File: src/hdl/cpp_delay.sv
`default_nettype none

module cpp_delay #(
   parameter int unsigned WIDTH = 64,
   parameter int unsigned DEPTH = 1
) (
   input  wire logic             clock,
   input  wire logic             en,
   input  wire logic [WIDTH-1:0] d,
   output logic      [WIDTH-1:0] q
);

   logic [WIDTH-1:0] tap_ff [DEPTH];

   // plain shift line, advances with the pipeline
   always_ff @(posedge clock) begin
      if (en) begin
         tap_ff[0] <= d;
         for (int i = 1; i < int'(DEPTH); i++) begin
            tap_ff[i] <= tap_ff[i-1];
         end
      end
   end

   assign q = tap_ff[DEPTH-1];

endmodule

`default_nettype wire

File: config.mk
export PLATFORM = sky130hd
export DESIGN_NAME = cpp_delay
export DESIGN_NICKNAME = d
export VERILOG_FILES = /design/src/hdl/cpp_delay.sv
export SDC_FILE = /design/constraint.sdc
export NUM_CORES = 1
export LEC_CHECK = 0
export BUFFER_PORTS_ARGS = -buffer_cell sky130_fd_sc_hd__buf_2
export CAP_MARGIN = 20
export CORE_MARGIN = 10
export CORE_UTILIZATION = 40
export DETAILED_ROUTE_END_ITERATION = 6
export PLACE_DENSITY_LB_ADDON = 0.08
export SYNTH_ARGS = -nofsm -noshare
export SYNTH_HDL_FRONTEND = slang
export SYNTH_SLANG_ARGS = --single-unit
File: constraint.sdc
create_clock -name clock -period 0.8 [get_ports clock]
set_input_delay 0.04 -clock clock [delete_from_list [all_inputs] [get_ports clock]]
set_output_delay 0.04 -clock clock [all_outputs]
set_load 0.05 [all_outputs]
Word level (Yosys, flattened, before mapping)

Memories as Yosys holds them, arrays and structs flattened.
Index checks and enable logic that the tools add are counted.

Memories kept: 1
Bits of input ports: 66
Register bits after elaboration: 0
Word-level logic and storage cells: 3
RAM bits: 64

Multiplexer cells: 2

Memories:

| name   | words | width | rd ports | clocked after memory_dff | write ports | RTL line | source |
|---|---|---|---|---|---|---|---|
| tap_ff | 1     | 64    | 1        | 0                        | 1           | 13       | `logic [WIDTH-1:0] tap_ff [DEPTH];` |

Operator list:

| kind   | number |
|---|---|
| $mux 1 | 2 |

Depth between registers and ports, before layout

Gate-level depths: netlist (run 1).

Depth in word-level cells: 2
Gate-level depth with buffers: 0

Worst setup path after synthesis (run 1)

No wires, ideal clock.

Path kind: reg2out
Start point: memory tap_ff[0][0]
End point: output port q[0]
Buffers on the path: 0
Stages on the path, launching flop included: 1
Arrival: 0.601 ns
Setup slack: 0.159 ns
Required time: 0.760 ns
Cell sequence: edfxtp_1

Word-level cells in the longest chain between the ends: 1

RTL lines:

| what               | RTL line | source |
|---|---|---|
| start: declaration | 13       |  |
| $mem_v2 1x64       | --       |  |
| end: declaration   | 10       | `output logic [WIDTH-1:0] q` |

No other way between the ends.

Worst setup path in the final report (run 1)

Start point: memory tap_ff[0][14]
End point: output port q[14]

Same word-level chain as after synthesis.

==> reports/metrics.yaml, run 1 <==
status: "finished, violations left"
violations: "negative setup slack"
cp_max_fo: 1
io_buffers: 129
cts-root-buf: "clkbuf_8"
drc_errors: 0
ant_nets: 0
grt_pass1_wl_um: 9170
critPathKind: "flop to primary output"
clkTransAtPathRegs_ps: 60
largestRegisters: "tap_ff x64"
cap_viol_max_count: 0
combPwrFrac_pct: 24.3
cp_data_arrival_time_ps: 920
met3_usage_pct: 10.67
syn_inst: 64
leakage_nw: 1.630
rows: 25
fin_crit_sh_pct: 120.0
regMostFlops: "tap_ff"
dpl.hpwl_um: 3944
wl_per_cell_um: 18.95
most-common-layout-cells: "buf_2 (65), dlygate4sd3_1 (64), buf_6 (64), edfxtp_1 (64), clkbuf_8 (9)"
fin_setup_tns_ps: -7493
track_usage_pct: 16.06
syn_area_um2: 1922
hold_path_class: "input pin to flop"
yosysWarnings: 0
grtUsageMet2_pct: 25.41
crit_path_top_delay_cell: "edfxtp_1"
post-place-ws_ps: 66.41
io_pins: 130
dieArea_um2: 7977
switching_power_mw: 2.375
rsz0062_at_grt: "true"
endpoint_kind: "primary output"
fin_nets: 336
p_per_area_nw_per_um2: 2134
gp_congestion: 0.6516
antenna_found_initial: 0
yosys_register_bits: 64
numCtsBuffers: 9
critical_path.endpoint: "q[14]"
final_common_cell: "buf_2"
seq_area_frac_synth_pct: 100.0
hold_violations: 0
cp_num_cells: 1
tightestPinTransition_ps: 190.8
start_kind: "flop"
internal-power_mw: 5.862
die_w_um: 89.32
areaGrowthSynthToFinish_pct: 100.8
fp.dieH_um: 89.32
setup_viol: 64
synth_cell_types: 1
fillerInstances: 242
syn-num-nets: 130
htreeDepth: 3
switching_share_pct: 28.84
slew-limit-headroom_pct: 87.28
final_util_pct: 82.27
fmax_mhz: 1041
first_iter_violations: 57
via_per_inst: 4.428
crit_chain: "buf_6"
slew_violations: 0
drive_gt1_share_pct: 52.21
vias: 1448
layout_min_cycle_time_ps: 960.3
drt_wl_total_um: 6196
multi_input_area_um2: 0
cpLargestDelayFamily: "flip-flops"
cp_num_buf_inv: 1
multi_input_cells: 0
top_usage_layer: "met2"
cts_tree: "done"
grt_pass1_vias: 1753
worst_slack_ps: -160.3
start_util_pct: 40.96
grtUsageMet1_pct: 15.89
cp.required_ps: 760
largest_reg_flops: 64
clk_path_buf_depth: 2
avgSynthCellArea_um2: 30.03
peakVddDrop_mv: 1.239
core_area_um2: 4692
grt_start_max_net_pins: 37
dr.pass1.iters: 4
crit_path_max_incr_delay_ps: 420
seqPwrFrac_pct: 50.0
overflow: 0
cts.sinks: 64
clkPwrFrac_pct: 25.7
cp-startpoint: "tap_ff[0][14]$_DFFE_PP_"
## power groups by stage
stage | combinational (mW) | sequential (mW) | clock [mW]
2_1_floorplan | 0 | 5.06 | 0
3_3_place_gp | 1.43 | 4.11 | 0
3_5_place_dp | 1.45 | 4.11 | 0
4_1_cts | 1.99 | 4.12 | 2.18
5_1_grt | 2.07 | 4.15 | 2.34
6_report | 2.00 | 4.12 | 2.12
## kinds of logic after synthesis
group | after synthesis | synth area share (%)
flip-flops | 64 | 100.0
## layer usage
metal	vias to the layer above	share of wire, %
met5	-	0
met4	0	0.86
met3	5	16
met2	93	50
met1	678	33
li1	672	-
## cell usage after synthesis (all sizes together)
master	instances	area share, %
edfxtp	64	100
## metrics by stage
stage	instance area [um^2]	total power, mW	cells	hold slack (ps)
floorplan	1922	5.061	64	138.9
global placement	2675	5.541	249	216.8
detailed placement	2675	5.559	249	218.1
CTS	3857	8.287	326	181.8
global route	3857	8.558	326	196.8
finish	3860	8.238	327	196.8
## worst min path at each step
stage,startpoint,end,slack (ps),cells past startpoint
after floorplan,d[0],tap_ff[0][0]$_DFFE_PP_,140,0
after global placement,d[58],tap_ff[0][58]$_DFFE_PP_,220,1
after detailed placement,d[0],tap_ff[0][0]$_DFFE_PP_,220,1
after CTS,en,tap_ff[0][57]$_DFFE_PP_,180,2
after global routing,en,tap_ff[0][61]$_DFFE_PP_,200,2
final,en,tap_ff[0][11]$_DFFE_PP_,200,2
## layout make-up
class / instances / area [um^2] / area share [%]
flip-flops and latches: 64 / 1922 / 49.79
repair buffers: 195 / 1727 / 44.73
clock buffers: 11 / 131.4 / 3.404
well taps: 54 / 67.56 / 1.750
clock inverters: 2 / 10.01 / 0.2593
diodes: 1 / 2.502 / 0.06483
## repair_timing
action,4_1_cts,5_1_grt
setup endpoints to repair,64,64
endpoints found under the hold margin,64,0
buffers inserted,0,0
gates resized for setup,128,0
hold buffers,64,0
No activity file was read; power rests on OpenSTA's default activity.
==> run 2: changes to the inputs <==
--- a/config.mk
+++ b/config.mk
@@ -7,7 +7,7 @@
 export LEC_CHECK = 0
 export BUFFER_PORTS_ARGS = -buffer_cell sky130_fd_sc_hd__buf_2
 export CAP_MARGIN = 20
-export CORE_MARGIN = 10
+export CORE_MARGIN = 4
 export CORE_UTILIZATION = 40
 export DETAILED_ROUTE_END_ITERATION = 6
 export PLACE_DENSITY_LB_ADDON = 0.08
==> run 2 against run 1 <==
- the run still ends with negative setup slack left
- non-clock buffer count up 1
- count of clock-buffer cells in the layout up 1
- global-route usage up 5.6 points
- sequential power about the same
- via count up 3.9%
- flip-flop and latch count unchanged
- final cell count up 0.31%
- maximum frequency down 2.1%
- critical path depth unchanged
- die area down 25%
- worst setup slack worse by 21 ps
- combinational power about the same
- largest power group unchanged
==> reports/metrics.yaml, run 2 (synthesis results as in run 1) <==
antennaDiodeCount: 0
dpl.hpwl_um: 3222
final_common_cell: "buf_2"
regMostFlops: "tap_ff"
final_util_pct: 87.42
peakVddDrop_mv: 1.660
m1WireLength_um: 1964
start_util_pct: 42.67
rows: 24
crit_path_top_delay_cell: "edfxtp_1"
io_pins: 130
status: "finished, violations left"
first_iter_violations: 59
crit_chain: "buf_6"
multi_input_cells: 0
cpLargestDelayFamily: "flip-flops"
endpoint_kind: "primary output"
clkPwrFrac_pct: 32.2
fillerInstances: 213
cts_tree: "done"
fin_crit_sh_pct: 122.7
drt_wl_total_um: 6017
leakage_nw: 1.667
violations: "negative setup slack"
cp_max_fo: 1
slew-limit-headroom_pct: 89.09
wl_met2_um: 3305
switching_share_pct: 27.56
cap_viol_max_count: 0
crit_path_max_incr_delay_ps: 430
ant_nets: 0
tightestPinTransition_ps: 164.8
seqPwrFrac_pct: 45.6
numCtsBuffers: 9
gp_congestion: 0.6611
areaGrowthSynthToFinish_pct: 104.9
multi_input_area_um2: 0
grt_pass1_wl_um: 9404
fmax_mhz: 1019
hold_path_class: "input pin to flop"
wl_met3_um: 566
clk_path_buf_depth: 2
switching_power_mw: 2.492
dieArea_um2: 5978
drc_errors: 0
fin_nets: 337
instances_no_fill: 328
cp_data_arrival_time_ps: 940
layout_min_cycle_time_ps: 981.2
io_buffers: 129
dp.cells: 248
core_area_um2: 4504
hold_violations: 0
wl_per_cell_um: 18.34
post-place-ws_ps: 62.91
fin_setup_tns_ps: -8218
stdcell_area_um2: 3938
htreeDepth: 3
largestRegisters: "tap_ff x64"
cp_num_buf_inv: 1
via_per_inst: 4.588
start_kind: "flop"
critPathKind: "flop to primary output"
die_w_um: 77.32
post_dp_cell_area_um2: 2693
setup_viol: 64
most-common-layout-cells: "buf_2 (65), dlygate4sd3_1 (64), buf_6 (64), edfxtp_1 (64), clkbuf_8 (9)"
internal-power_mw: 6.551
drive_gt1_share_pct: 52.17
combPwrFrac_pct: 22.2
overflow: 0
antenna_found_initial: 0
worst_slack_ps: -181.2
p_per_area_nw_per_um2: 2297
vias: 1505
hold_slack_ps: 199.8
track_usage_pct: 21.69
slew_violations: 0
fp.dieH_um: 77.32
rsz0062_at_grt: "true"
largest_reg_flops: 64
grt_pass1_vias: 1764
highest-signal-layer: "met4"
total_power_mw: 9.043
cts-root-buf: "clkbuf_8"
clkTransAtPathRegs_ps: 70
grt_start_max_net_pins: 27
cts.sinks: 64
cp.required_ps: 760
dr.pass1.iters: 4
run 2: path summary, 6_finish.rpt:
| check | start | to | slack, ps | depth (start not counted) |
|---|---|---|---|---|
| worst max-delay path | tap_ff[0][38]$_DFFE_PP_ | q[38] | -180 | 1 |
| worst min-delay path | en | tap_ff[0][12]$_DFFE_PP_ | 200 | 2 |
run 2: layout make-up:
| class | count | area (um^2) | share of cell area (%) |
|---|---|---|---|
| Clock buffer | 12 | 135.1 | 3.432 |
| Clock inverter | 4 | 68.82 | 1.748 |
| Sequential cell | 64 | 1922 | 48.81 |
| Tap cell | 52 | 65.06 | 1.652 |
| Timing Repair Buffer | 196 | 1747 | 44.36 |
run 2: power groups by stage:
stage	registers (mW)	logic (mW)	clock network (mW)
5_1_grt	4.15	2.07	3.13
2_1_floorplan	5.06	0	0
3_5_place_dp	4.11	1.44	0
3_3_place_gp	4.11	1.42	0
6_report	4.13	2.01	2.91
4_1_cts	4.11	1.98	2.90
run 2: layer usage:
layer	vias to the layer above	GRT usage [%]
met5	-	0
met4	0	9.964
met3	17	9.133
met2	101	40.07
met1	713	20.62
li1	674	-
run 2: repair_timing:
action	CTS	global route
cloned	0	0
setup buffers	0	0
pin swaps	0	0
hold endpoints to repair	64	0
gates resized for setup	128	0
hold buffers	64	0
endpoints found under the setup margin	64	64
==> run 3: changes to the inputs <==
--- a/config.mk
+++ b/config.mk
@@ -5,12 +5,14 @@
 export SDC_FILE = /design/constraint.sdc
 export NUM_CORES = 1
 export LEC_CHECK = 0
+export ABC_AREA = 1
 export BUFFER_PORTS_ARGS = -buffer_cell sky130_fd_sc_hd__buf_2
 export CAP_MARGIN = 20
 export CORE_MARGIN = 4
 export CORE_UTILIZATION = 40
 export DETAILED_ROUTE_END_ITERATION = 6
 export PLACE_DENSITY_LB_ADDON = 0.08
+export SKIP_CTS_REPAIR_TIMING = 1
 export SYNTH_ARGS = -nofsm -noshare
 export SYNTH_HDL_FRONTEND = slang
 export SYNTH_SLANG_ARGS = --single-unit
==> run 3 against run 2 <==
- the flow still finishes with violations (negative setup slack)
- critical path depth unchanged
- worst hold slack improved by 8.8 ps
- critical path type unchanged
- design area unchanged
- final cell count unchanged
- worst setup slack improved by 12 ps
- via count decreased by 1.6%
- flip-flop and latch count unchanged
- count of clock-buffer cells in the layout unchanged
- sequential power about the same
- first-iteration DRC count increased by 14%
- total power about the same
- critical endpoint is now q[39]
- largest cell class unchanged
==> reports/metrics.yaml, run 3 (synthesis results as in run 1) <==
cp_num_buf_inv: 1
drt_wl_total_um: 6079
rows: 24
final_util_pct: 87.42
combPwrFrac_pct: 22.2
final_common_cell: "buf_2"
setup_viol: 64
clkPwrFrac_pct: 32.1
cts.sinks: 64
status: "finished, violations left"
drive_gt1_share_pct: 52.17
io_buffers: 129
multi_input_cells: 0
hold_violations: 0
tightestPinTransition_ps: 175.7
cpLargestDelayFamily: "flip-flops"
die_w_um: 77.32
overflow: 0
grt_pass1_vias: 1235
dr.pass1.iters: 4
layout_min_cycle_time_ps: 969.4
cts-root-buf: "clkbuf_8"
crit_chain: "buf_6"
grt_pass1_wl_um: 6237
min_from: "en"
hold_path_class: "input pin to flop"
dpl.hpwl_um: 3222
first_iter_violations: 67
drc_errors: 0
start_kind: "flop"
cap_viol_max_count: 0
most-common-layout-cells: "buf_2 (65), dlygate4sd3_1 (64), buf_6 (64), edfxtp_1 (64), clkbuf_8 (9)"
antennaDiodeCount: 0
clkTransAtPathRegs_ps: 70
track_usage_pct: 14.46
critPathKind: "flop to primary output"
cp.required_ps: 760
rsz0062_at_grt: "true"
regMostFlops: "tap_ff"
gp_congestion: 0.6611
dieArea_um2: 5978
clk_path_buf_depth: 2
leakage_nw: 1.667
total_power_mw: 9.037
crit_path_top_delay_cell: "edfxtp_1"
grt_start_max_net_pins: 27
fillerInstances: 208
fmax_mhz: 1032
numCtsBuffers: 9
crit_path_max_incr_delay_ps: 420
cp_data_arrival_time_ps: 930
post-place-ws_ps: 62.91
switching_power_mw: 2.485
slew_violations: 0
vias: 1481
cts_tree: "done"
p_per_area_nw_per_um2: 2295
cp-startpoint: "tap_ff[0][39]$_DFFE_PP_"
endpoint_kind: "primary output"
seqPwrFrac_pct: 45.7
peakVddDrop_mv: 1.970
instances_no_fill: 328
via_per_inst: 4.515
htreeDepth: 3
slew-limit-headroom_pct: 88.37
largest_reg_flops: 64
cp_max_fo: 1
worst_slack_ps: -169.4
dp.cells: 248
violations: "negative setup slack"
fp.dieH_um: 77.32
core_area_um2: 4504
areaGrowthSynthToFinish_pct: 104.9
fin_nets: 337
ant_nets: 0
multi_input_area_um2: 0
largestRegisters: "tap_ff x64"
internal-power_mw: 6.552
switching_share_pct: 27.50
wl_per_cell_um: 18.53
fin_crit_sh_pct: 121.2
io_pins: 130
start_util_pct: 42.67
antenna_found_initial: 0
-- run 3: through the flow --
stage,hold WS (ps),TNS (ps),instance area [um^2]
6_report,208.7,-8233,3938
5_1_grt,202.0,-10600,3938
4_1_cts,-128.1,-10240,2897
3_5_place_dp,218.1,0,2693
3_3_place_gp,215.9,0,2693
2_1_floorplan,138.9,0,1922
-- run 3: routing by layer --
metal / GRT usage, % / part of all wire (%) / up-vias / routed length (um)
li1: - / - / 676 / -
met1: 13.80 / 33 / 707 / 1992
met2: 24.87 / 56 / 84 / 3433
met3: 7.611 / 8.2 / 14 / 499
met4: 8.007 / 2.5 / 0 / 154
met5: 0 / 0 / - / 0
-- run 3: layout make-up --
type	count	area, um^2	share of cell area (%)
repair buffers	196	1747	44.36
clock buffers	12	135.1	3.432
clock inverters	4	68.82	1.748
flip-flops and latches	64	1922	48.81
well taps	52	65.06	1.652
-- run 3: power by group through the flow --
stage | Combinational (mW) | Sequential (mW) | Clock [mW]
finish | 2.01 | 4.13 | 2.90
global route | 2.07 | 4.15 | 3.10
global placement | 1.42 | 4.11 | 0
detailed placement | 1.44 | 4.11 | 0
CTS | 1.44 | 4.05 | 2.90
floorplan | 0 | 5.06 | 0
-- run 3: final timing paths --
check                                end  cells past startpoint
hold / removal    tap_ff[0][3]$_DFFE_PP_                      2
setup / recovery                   q[39]                      1
